<file path="config.mk">
export PLATFORM = sky130hd
export DESIGN_NAME = tcgr_ram
export DESIGN_NICKNAME = d
export VERILOG_FILES = /design/src/hw/rtl/tcgr_ram.sv
export SDC_FILE = /design/constraint.sdc
export NUM_CORES = 2
export LEC_CHECK = 0
export ABC_AREA = 1
export BUFFER_PORTS_ARGS = -buffer_cell sky130_fd_sc_hd__buf_2
export CORE_ASPECT_RATIO = 2
export CORE_MARGIN = 5
export CORE_UTILIZATION = 44
export CTS_CLUSTER_SIZE = 10
export DETAILED_ROUTE_END_ITERATION = 8
export PLACE_DENSITY_LB_ADDON = 0.3
export SLEW_MARGIN = 20
export SYNTH_ARGS = -nofsm -noshare
export SYNTH_HDL_FRONTEND = slang
export SYNTH_SLANG_ARGS = --single-unit
export TNS_END_PERCENT = 10
</file>
<file path="constraint.sdc">
create_clock -name clk -period 2.8 [get_ports clk]
set_input_delay 0.56 -clock clk [delete_from_list [all_inputs] [get_ports clk]]
set_output_delay 0.56 -clock clk [all_outputs]
set_load 0.005 [all_outputs]
</file>
<file path="src/hw/rtl/tcgr_ram.sv">
module tcgr_ram #(
	parameter int WIDTH = 8,
	parameter int DEPTH = 256
) (
	input  logic                     clk,
	input  logic                     we,
	input  logic [$clog2(DEPTH)-1:0] waddr,
	input  logic [WIDTH-1:0]         wdata,
	input  logic                     re,
	input  logic [$clog2(DEPTH)-1:0] raddr,
	output logic [WIDTH-1:0]         rdata
);
	logic [WIDTH-1:0] mem_q [DEPTH];

	always_ff @(posedge clk) begin
		if (we) begin
			mem_q[waddr] <= wdata;
		end
		if (re) begin
			rdata <= mem_q[raddr];
		end
	end
endmodule

</file>
==> impl_metrics.yaml <==
status:
  status: "complete, no violations"
final_layout:
  drive_above_1_share: 0.116
  regArea_mm2: 0.0617
  fillers: 16000
  multiInputGateArea_mm2: 0.0191
  final_cell_area_mm2: 0.0963
  final_nets: 7392
  synthToLayoutAreaGrowth_pct: 15.3
worst_setup_path:
  crit_family: "simple AND/OR/NAND/NOR gates"
  slowest_delay_ns: 0.30
  worst_path_max_delay_cell: "nand3_1"
  critical_path_class: "primary input to flip-flop"
  end_kind: "flip-flop"
  crit_chain: "buf_8, buf_12, buf_12, buf_4, nand3_1, nand3_1, nand3_1, nand3_1, nand3_1, nand3_1, nand2_1, nand2_1, nand2_1"
  path_buf_inv: 4
  path_max_fanout: 36
  worstPathArrival_ns: 2.76
  path_depth: 13
  reg2regPathDepth: 10
  worstSetupStartpointType: "primary input"
  crit_top_cell: "nand3_1"
  worstPathRequired_ns: 3.40
cts:
  clock_latency_ns: 0.85
  cts_tree: "yes"
  cts.sink_count: 2056
  h-tree-depth: 4
  cts_hold_buffers: 0
  post_cts_resized: 0
  clk_pin_slew_worst_paths_ns: 0.06
  root_buffer: "clkbuf_16"
  numCtsBuffers: 231
  post_cts_buffers: 0
  clk_path_buf_depth: 4
synthesis:
  synth_ff_type: "edfxtp_1"
  ys_seq_area_frac: 0.740
  syn-cell-area_mm2: 0.0835
  ys_ff_latch: 2056
  synth_common_cells: "nand2_1 (2123), edfxtp_1 (2056), nand3_1 (2019)"
  yosysTopAreaCell: "edfxtp_1"
  async_reset_ff_frac: 0
  syn_avg_cell_area_um2: 11.9
  synth-edff-count: 2056
  syn_inst: 7003
  synth_warnings: 0
  synth_cell_types: 13
  synth.most_common_cell: "nand2_1"
  syn_nets: 7030
  yosys-top-cells-area: "edfxtp_1 (74%), nand3_1 (12%), nand2_1 (9.5%)"
  synth_top_area_frac: 0.740
routing:
  vias_per_cell: 5.70
  num_vias: 56300
  ant_nets: 0
  wire_per_inst_um: 25.0
  routed_wirelength_um: 247000
  drc_errors: 0
  drt_iter0_drc: 5257
  dr.pass1.iters: 6
worst_hold_path:
  hold_depth: 1
  hp-class: "primary input to flip-flop"
global_route:
  grt.busiest_layer: "met2"
  grt_max_degree: 89
  met2_usage: 0.432
  grt_pass1_vias: 56500
  antenna_found_initial: 7
  grt_pass1_wl_um: 363000
  grt_overflow: 0
  use_met3: 0.0351
  grt_usage: 0.242
  use_met1: 0.263
timing:
  setup_viol: 0
  finalCriticalPeriod_ns: 2.16
  holdWs_ns: 0.101
  hold_violations: 0
  tightest_slew_ns: 0.843
  post-route-period-util: 0.772
  rsz0062_at_grt: "no"
  max-slew-margin-rel: 0.436
  fin_skew_ns: 0.0541
  fmax_mhz: 463
  drv_slew: 0
die:
  fp.dieW_um: 318
  rows: 226
  core_mm2: 0.189
  start_util: 0.441
  die_h_um: 626
  ios: 35
  die_area_mm2: 0.199
power_and_ir_drop:
  powerDensity_mw_per_mm2: 664
  peakVddDrop_mv: 0.521
  cellLeakagePower_nw: 34.2
placed_design:
  place.gp.congestion: 0.903
  io_buffers: 34
  placed_area_mm2: 0.0904
  dp_hpwl_um: 158000
job:
  maxCapViolations: 0
-- routing by layer --
layer | vias up | share of wire
li1 | 25400 | -
met1 | 27700 | 0.34
met2 | 2399 | 0.51
met3 | 782 | 0.062
met4 | 6 | 0.087
met5 | - | 0.00015
-- final cells by class --
type / instances / share of cell area
timing repair buffer: 612 / 0.0640
tap: 2508 / 0.0326
clock buffer: 235 / 0.0609
sequential: 2056 / 0.641
inverter: 39 / 0.00187
antenna: 5 / 0.000130
multi-input combinational: 4425 / 0.199
clock inverter: 4 / 0.000403
-- worst register-to-register path, cell delays in order (launching register included) --
cell      delay (ns)
edfxtp_1        0.36
nand2_1         0.07
nand3_1         0.10
nand3_1         0.15
nand3_1         0.21
nand3_1         0.15
nand3_1         0.29
nand3_1         0.24
nand2_1         0.08
nand2_1         0.16
nand2_1         0.08
-- power by group --
group          leakage, nW  switching (mW)  internal (mW)  total, mW
Clock                 2.90            11.0           14.5       25.5
Sequential            18.5          0.0203           34.0       34.0
Combinational         12.8            3.13           1.26       4.39
Total                 34.2            14.1           49.8       63.9
-- sequential cells by signal, indices dropped and copies added (netlist names) --
name	cells
rdata	8
mem_q	2048
-- path summary, 6_finish.rpt --
kind | slack (ns) | start | end
min | 0.10 | wdata[3] | mem_q[209][3]
max | 0.64 | raddr[1] | rdata[4]
min reg2reg | 1.09 | mem_q[201][4] | rdata[4]
max reg2reg | 0.70 | mem_q[101][6] | rdata[6]
-- cell families (layout without fill, tap and decap cells) --
| logic type | after synthesis | count (layout) | synth area share |
|---|---|---|---|
| flip-flops | 2056 | 2056 | 0.740 |
| other | 0 | 5 | 0 |
| AND/OR/NAND/NOR | 4425 | 4425 | 0.229 |
| buffers and inverters | 522 | 890 | 0.0312 |
-- stage by stage --
step / power, mW / worst slack (ns) / instances / setup TNS, ns / utilization
after CTS: 64.3 / 0.693 / 9879 / 0 / 0.509
after global placement: 38.9 / -0.246 / 9640 / -0.769 / 0.478
after detailed placement: 39.0 / -0.219 / 9640 / -0.764 / 0.478
after floorplan: 36.7 / 0.749 / 7003 / 0 / -
final: 63.9 / 0.639 / 9884 / 0 / 0.509
after global routing: 65.7 / 0.549 / 9881 / 0 / 0.509
-- placed cells by master, fill, tap and decap left out, drive strengths merged --
cell / synthesis / final
diode: 0 / 5
inv: 39 / 41
buf: 371 / 612
nor2: 283 / 283
edfxtp: 2056 / 2056
nand2: 2123 / 2123
nand3: 2019 / 2019
clkbuf: 112 / 235
clkinv: 0 / 2
No activity file was read; power rests on OpenSTA's default activity.
