### src/hw/rtl/tcgr_pkg.sv
package tcgr_pkg;

	// Default geometry of the panel and the font store
	localparam int SCREEN_WIDTH_DEF    = 128;
	localparam int SCREEN_HEIGHT_DEF   = 64;
	localparam int FONT_BYTES_DEF      = 2048;
	localparam int MAX_GLYPH_WIDTH_DEF = 8;

	// Fixed field widths
	localparam int CMD_W     = 2;
	localparam int FADDR_W   = 11;
	localparam int BYTE_W    = 8;
	localparam int COORD_W   = 8;
	localparam int PIX_W     = 10;
	localparam int GEOM_W    = 4;
	localparam int CFG_IDX_W = 2;
	localparam int CFG_DAT_W = 4;
	localparam int PROD_W    = 12;

	// Tallest glyph column drawn, in rows minus one
	localparam logic [GEOM_W-1:0] MAX_ROWS = 4'd8;

	// Commands
	localparam logic [CMD_W-1:0] CMD_LOAD  = 2'd0;
	localparam logic [CMD_W-1:0] CMD_PUT   = 2'd1;
	localparam logic [CMD_W-1:0] CMD_SET   = 2'd2;
	localparam logic [CMD_W-1:0] CMD_CLEAR = 2'd3;

	// Character codes with special handling
	localparam logic [BYTE_W-1:0] CH_NEWLINE = 8'd10;
	localparam logic [BYTE_W-1:0] CH_SPACE   = 8'd32;

	// Register indexes
	localparam logic [CFG_IDX_W-1:0] REG_GLYPH_WIDTH  = 2'd0;
	localparam logic [CFG_IDX_W-1:0] REG_GLYPH_HEIGHT = 2'd1;
	localparam logic [CFG_IDX_W-1:0] REG_FG_COLOR     = 2'd2;
	localparam logic [CFG_IDX_W-1:0] REG_BG_COLOR     = 2'd3;

	// Register reset values
	localparam logic [GEOM_W-1:0] GLYPH_WIDTH_RST  = 4'd5;
	localparam logic [GEOM_W-1:0] GLYPH_HEIGHT_RST = 4'd7;
	localparam logic              FG_COLOR_RST     = 1'b1;
	localparam logic              BG_COLOR_RST     = 1'b0;

	// Drawing style handed to the column formatter
	typedef struct packed {
		logic [GEOM_W-1:0] height;
		logic              fg;
		logic              bg;
	} tcgr_style_t;

endpackage

### src/hw/rtl/tcgr_col_fmt.sv
module tcgr_col_fmt (
	input  logic [tcgr_pkg::BYTE_W-1:0] col,
	input  tcgr_pkg::tcgr_style_t       style,
	output logic [tcgr_pkg::PIX_W-1:0]  pixels,
	output logic [tcgr_pkg::PIX_W-1:0]  write_mask
);
	import tcgr_pkg::*;

	// A ninth glyph row reads above the font byte and is always clear
	logic [BYTE_W:0] col_ext;

	assign col_ext = {1'b0, col};

	// Top row is always background; glyph rows 0..height sit one below it
	always_comb begin
		pixels        = '0;
		write_mask    = '0;
		pixels[0]     = style.bg;
		write_mask[0] = 1'b1;
		for (int j = 0; j <= int'(MAX_ROWS); j++) begin
			if (GEOM_W'(j) <= style.height) begin
				pixels[j+1]     = col_ext[j] ? style.fg : style.bg;
				write_mask[j+1] = col_ext[j] | (style.fg != style.bg);
			end
		end
	end
endmodule

### config.mk
export PLATFORM = sky130hd
export DESIGN_NAME = tcgr_col_fmt
export DESIGN_NICKNAME = d
export VERILOG_FILES = /design/src/hw/rtl/tcgr_pkg.sv /design/src/hw/rtl/tcgr_col_fmt.sv
export SDC_FILE = /design/constraint.sdc
export NUM_CORES = 1
export LEC_CHECK = 0
export BUFFER_PORTS_ARGS = -buffer_cell sky130_fd_sc_hd__buf_4
export CAP_MARGIN = 15
export CORE_AREA = 4 4 41 43
export DETAILED_ROUTE_END_ITERATION = 8
export DIE_AREA = 0 0 45 47
export PLACE_DENSITY = 0.7
export SYNTH_ARGS = -nofsm -noshare
export SYNTH_HDL_FRONTEND = slang
export SYNTH_SLANG_ARGS = --single-unit
### constraint.sdc
create_clock -name vclk -period 1.11
set_clock_uncertainty 0.2 [all_clocks]
set_input_delay 0.0555 -clock vclk [all_inputs]
set_output_delay 0.0555 -clock vclk [all_outputs]
set_load 0.005 [all_outputs]
==> results.py, run 1 <==
metrics = {
    "yosys": {
        "syn_area_um2": 313,
        "synth_cell_type_count": 18,
        "synth_area_leader_cell": "mux2i_1",
        "syn_inst": 47,
        "synth_top_area_share_pct": 22.4,
        "synth_area_leaders": "mux2i_1 22%, a21oi_1 13%, inv_1 9.6%",
        "yosys_warnings": 0,
        "syn_nets": 61,
        "ys_seq_area_share_pct": 0,
        "synth.avg_cell_area_um2": 6.66,
    },
    "detailed_routing": {
        "final_antenna_net_count": 0,
        "drt_iter0_drc": 5,
        "routed_wl_um": 1040,
        "vias": 407,
        "wl_per_cell_um": 11.3,
        "first_pass_iters": 4,
        "viasPerCell": 4.42,
        "drc": 0,
    },
    "layout": {
        "regArea_um2": 0,
        "fillers": 151,
        "syn2layout_area_growth_pct": 77.6,
        "antennaDiodeCount": 0,
        "clkbuf_count": 0,
        "nets": 93,
        "seq_cells": 0,
        "drive_above_1_share_pct": 50.6,
    },
    "sta": {
        "max_freq_mhz": 996,
        "setup_tns_ns": 0,
        "min_period_ns": 1.00,
        "whs_ns": 0.197,
        "finalHoldViolCount": 0,
        "drv_slew": 0,
        "final-setup-viol-count": 0,
        "rsz0062_at_grt": "false",
        "post-route-period-util_pct": 90.4,
    },
    "critical_path": {
        "critPathMaxFanout": 9,
        "cp_cell_sequence": "buf_4 -> xnor2_4 -> a22oi_2 -> buf_4",
        "path_common_cell": "buf_4",
        "end_kind": "output port",
        "max_stage_delay_ns": 0.27,
        "worst_setup_path_start_kind": "input port",
        "cp_top_family": "buffers and inverters",
        "crit_buf_inv": 2,
        "required_ns": 0.85,
        "critPathArrivalTime_ns": 0.75,
        "slowest_stage": "xnor2_4",
        "crit_path_start": "style[0]",
        "crit_type": "input port to output port",
    },
    "grt": {
        "globalRoute.totalOverflow": 0,
        "grtUsageTotal_pct": 10.4,
        "grt_pass1_vias": 418,
        "grt_first_pass_wirelength_um": 1730,
        "grt_max_degree": 10,
        "grt_antenna_before_repair": 0,
    },
    "cts": {
        "ctsResizeCount": 0,
        "post-cts-setup-buffers": 0,
        "cts_hold_buf": 0,
    },
    "die": {
        "dieArea_um2": 2120,
        "die-height_um": 47,
        "start_util_pct": 24.0,
        "fp.dieW_um": 45,
        "num_rows": 13,
        "ios": 34,
        "core_um2": 1300,
    },
    "hold_path": {
        "hp-start": "col[0]",
        "hold_path.class": "input port to output port",
    },
    "power_and_ir_drop": {
        "vdd_drop_max_mv": 0.169,
        "powerDensity_nw_per_um2": 468,
        "p_leak_nw": 0.311,
    },
    "flow_run": {
        "drv_cap": 0,
    },
    "placement": {
        "post-dp-hpwl_um": 907,
        "gp_congestion": 0.712,
        "io_buffers": 33,
    },
    "outcome": {
        "status": "completed",
    },
}
tightest hold or removal path, cell delays in order:
cell,delay (ns)
buf_4,0.08
nand2b_1,0.10
buf_4,0.10
power by group:
group	total [mW]	switching, mW	leakage (nW)	internal [mW]
Clock	0	0	0	0
Sequential	0	0	0	0
Combinational	0.260	0.111	0.311	0.149
Total	0.260	0.111	0.311	0.149
cell type report:
class | instances | area [um2] | area share (%)
Timing Repair Buffer | 35 | 263 | 47.3
Inverter | 8 | 30.0 | 5.41
Multi-Input combinational cell | 34 | 244 | 43.9
Tap cell | 15 | 18.8 | 3.38
logic make-up after synthesis:
logic type	after synthesis	synth area share, %
mux	8	26.0
compound gates	12	22.8
buf+inv	13	22.0
xor+xnor	1	8.80
other cells	1	1.20
simple gates	12	19.2
Yosys cell counts (all sizes together):
library cell  count
a211oi            1
a21oi             8
a22oi             1
a31oi             1
and2              1
buf               4
clkbuf            1
conb              1
inv               8
mux2              1
mux2i             7
nand2b            1
nor2              8
nor3              1
nor4              1
o21ai             1
xnor2             1
final timing paths:
kind       endpoint  slack [ns]  cells past startpoint
max   write_mask[6]        0.11                      4
min   write_mask[1]        0.20                      3
per-layer routing:
metal	global-route usage [%]	wire, um	vias up
met5	0	0	-
met4	0	0	0
met3	0.383	107	0
met2	20.1	514	19
met1	13.5	416	176
li1	-	-	212
stage by stage:
stage / instances / cell area, um2 / worst slack, ns / power (mW) / util [%]
after CTS: 92 / 556 / 0.0929 / 0.264 / 42.7
after global routing: 92 / 556 / 0.00922 / 0.288 / 42.7
after floorplan: 47 / 313 / 0.294 / 0.116 / -
final: 92 / 556 / 0.106 / 0.260 / 42.7
after detailed placement: 92 / 556 / 0.0944 / 0.263 / 42.7
after global placement: 92 / 556 / 0.113 / 0.257 / 42.7
placed cells by master (no fill, tap or decap), drive strengths merged:
master / n
and2: 1
nor4: 1
nor2: 8
a22oi: 1
mux2i: 7
inv: 8
nand2b: 1
conb: 1
buf: 35
mux2: 1
a21oi: 8
nor3: 1
xnor2: 1
a31oi: 1
o21ai: 1
a211oi: 1
Note: power is estimated with default switching activity, not from simulation.
==> run 2: changes to the inputs <==
Settings changed: ABC_AREA from default to 1, PLACE_DENSITY 0.7 to 0.72.
==> run 2 against run 1 <==
  * Sequential share of layout area is the same
  * Non-clock buffer count grew 1
  * Synthesized cell count grew 53%
  * Design area grew 9.7%
  * Final cell count grew 30%
  * Combinational power is essentially flat
  * Hold slack lost 0.025 ns
  * First-iteration DRC count shrank 40%
  * Maximum frequency shrank 4.0%
  * Routed wire length grew 9.0%
  * Critical path type unchanged
  * Critical endpoint is now write_mask[1]
  * Highest routed layer unchanged
==> results.py, run 2 <==
metrics = {
    "outcome": {
        "status": "completed",
    },
    "yosys": {
        "synth.avg_cell_area_um2": 4.69,
        "synth_top_area_share_pct": 23.3,
        "syn_inst": 72,
        "synth_area_leader_cell": "nand2_1",
        "ys_seq_area_share_pct": 0,
        "synth_area_leaders": "nand2_1 23%, inv_1 14%, o21ai_0 13%",
        "synth.top_cells.by_count": "21 x nand2_1, 13 x inv_1, 9 x nor2_1, 9 x o21ai_0, 5 x nand3b_1",
        "synth_cell_type_count": 13,
        "syn_area_um2": 338,
        "synth.most_common_cell": "nand2_1",
        "yosys_warnings": 0,
        "syn_nets": 86,
    },
    "grt": {
        "grt_max_degree": 9,
        "grt_first_pass_wirelength_um": 1840,
        "grt_antenna_before_repair": 0,
        "grt_pass1_vias": 461,
        "globalRoute.totalOverflow": 0,
        "grtUsageTotal_pct": 10.7,
    },
    "power_and_ir_drop": {
        "p_switching_uw": 117,
        "power_frac_comb_pct": 100.0,
        "p_int_uw": 143,
        "powerDensity_nw_per_um2": 427,
        "vdd_drop_max_mv": 0.174,
        "clockPowerShare_pct": 0,
        "seqPwrFrac_pct": 0,
        "total_power_uw": 260,
        "switching_share_pct": 45.0,
        "p_leak_nw": 0.382,
    },
    "die": {
        "core_um2": 1300,
        "ios": 34,
        "fp.dieW_um": 45,
        "start_util_pct": 26.0,
        "num_rows": 13,
        "dieArea_um2": 2120,
        "die-height_um": 47,
    },
    "placement": {
        "place_ws_ns": 0.0548,
        "post-dp-hpwl_um": 975,
        "io_buffers": 33,
        "gp_congestion": 0.828,
    },
    "sta": {
        "rsz0062_at_grt": "false",
        "setup_slack_ns": 0.0648,
        "drv_slew": 0,
        "min_period_ns": 1.05,
        "max_freq_mhz": 957,
        "setup_tns_ns": 0,
        "whs_ns": 0.172,
        "finalHoldViolCount": 0,
        "post-route-period-util_pct": 94.2,
        "final-setup-viol-count": 0,
    },
    "critical_path": {
        "max_stage_delay_ns": 0.20,
        "worst_setup_path_start_kind": "input port",
        "end_kind": "output port",
        "path_common_cell": "buf_4",
        "critPathMaxFanout": 8,
        "crit_type": "input port to output port",
        "slowest_stage": "or2_1",
        "critPathArrivalTime_ns": 0.79,
        "cp_cell_sequence": "buf_4 -> inv_2 -> nand2_2 -> nand2_4 -> or2_1 -> buf_4",
        "required_ns": 0.85,
    },
    "layout": {
        "regArea_um2": 0,
        "layout_commonest_cell": "buf_4",
        "clkbuf_count": 0,
        "layout_common_cells": "36 x buf_4, 21 x nand2_1, 13 x inv_1, 9 x o21ai_0, 7 x nor2_1",
        "drive_above_1_share_pct": 41.0,
        "nets": 121,
        "syn2layout_area_growth_pct": 80.4,
        "antennaDiodeCount": 0,
        "seq_cells": 0,
    },
    "cts": {
        "post-cts-setup-buffers": 0,
    },
    "detailed_routing": {
        "first_pass_iters": 2,
        "vias": 505,
        "drt_iter0_drc": 3,
        "final_antenna_net_count": 0,
        "viasPerCell": 4.21,
        "routed_wl_um": 1130,
        "drc": 0,
        "wl_per_cell_um": 9.43,
    },
    "hold_path": {
        "hold_path.class": "input port to output port",
    },
    "flow_run": {
        "drv_cap": 0,
    },
}
## run 2: metal layers
layer / global-route usage [%] / routed length (um) / share of wire (%) / vias to the layer above
met5: 0 / 0 / 0 / -
met4: 0 / 0 / 0 / 0
met3: 2.30 / 127 / 11 / 0
met2: 20.9 / 508 / 45 / 21
met1: 12.6 / 495 / 44 / 201
li1: - / - / - / 283
## run 2: area by class of cell
class / count / area (um2)
Timing Repair Buffer: 36 / 270
Tap cell: 15 / 18.8
Multi-Input combinational cell: 54 / 264
Fill cell: 148 / 692
Inverter: 15 / 56.3
## run 2: repair_timing
item,4_1_cts,5_1_grt
setup endpoints to repair,0,2
hold buffers,0,0
resized for setup,0,2
## run 2: worst paths after layout
kind,start,endpoint,slack (ns),cells past startpoint
min,style[0],pixels[0],0.17,2
max,style[0],write_mask[1],0.06,6
## run 2: critical path, delay by kind of cell
kind                   cells  cell delay [ns]
buffers and inverters      3             0.32
AND/OR/NAND/NOR            3             0.40
## run 2: through the flow
stage,area [um2],utilization (%),instances
finish,609,46.8,120
global placement,604,46.4,120
detailed placement,604,46.4,120
global route,609,46.8,120
CTS,604,46.4,120
floorplan,338,-,72
## run 2: cell families (layout without fill, tap and decap cells)
family / after synthesis / after routing / share of synthesized area, %
buffers and inverters: 18 / 51 / 23.3
AO/OA/AOI/OAI: 13 / 13 / 19.3
AND/OR/NAND/NOR: 40 / 40 / 56.3
other: 1 / 1 / 1.11
## run 2: power by group through the flow
stage | combinational [mW] | sequential [mW] | clock (mW)
after floorplan | 0.112 | 0 | 0
after global placement | 0.258 | 0 | 0
after detailed placement | 0.261 | 0 | 0
after CTS | 0.262 | 0 | 0
after global routing | 0.289 | 0 | 0
final | 0.260 | 0 | 0
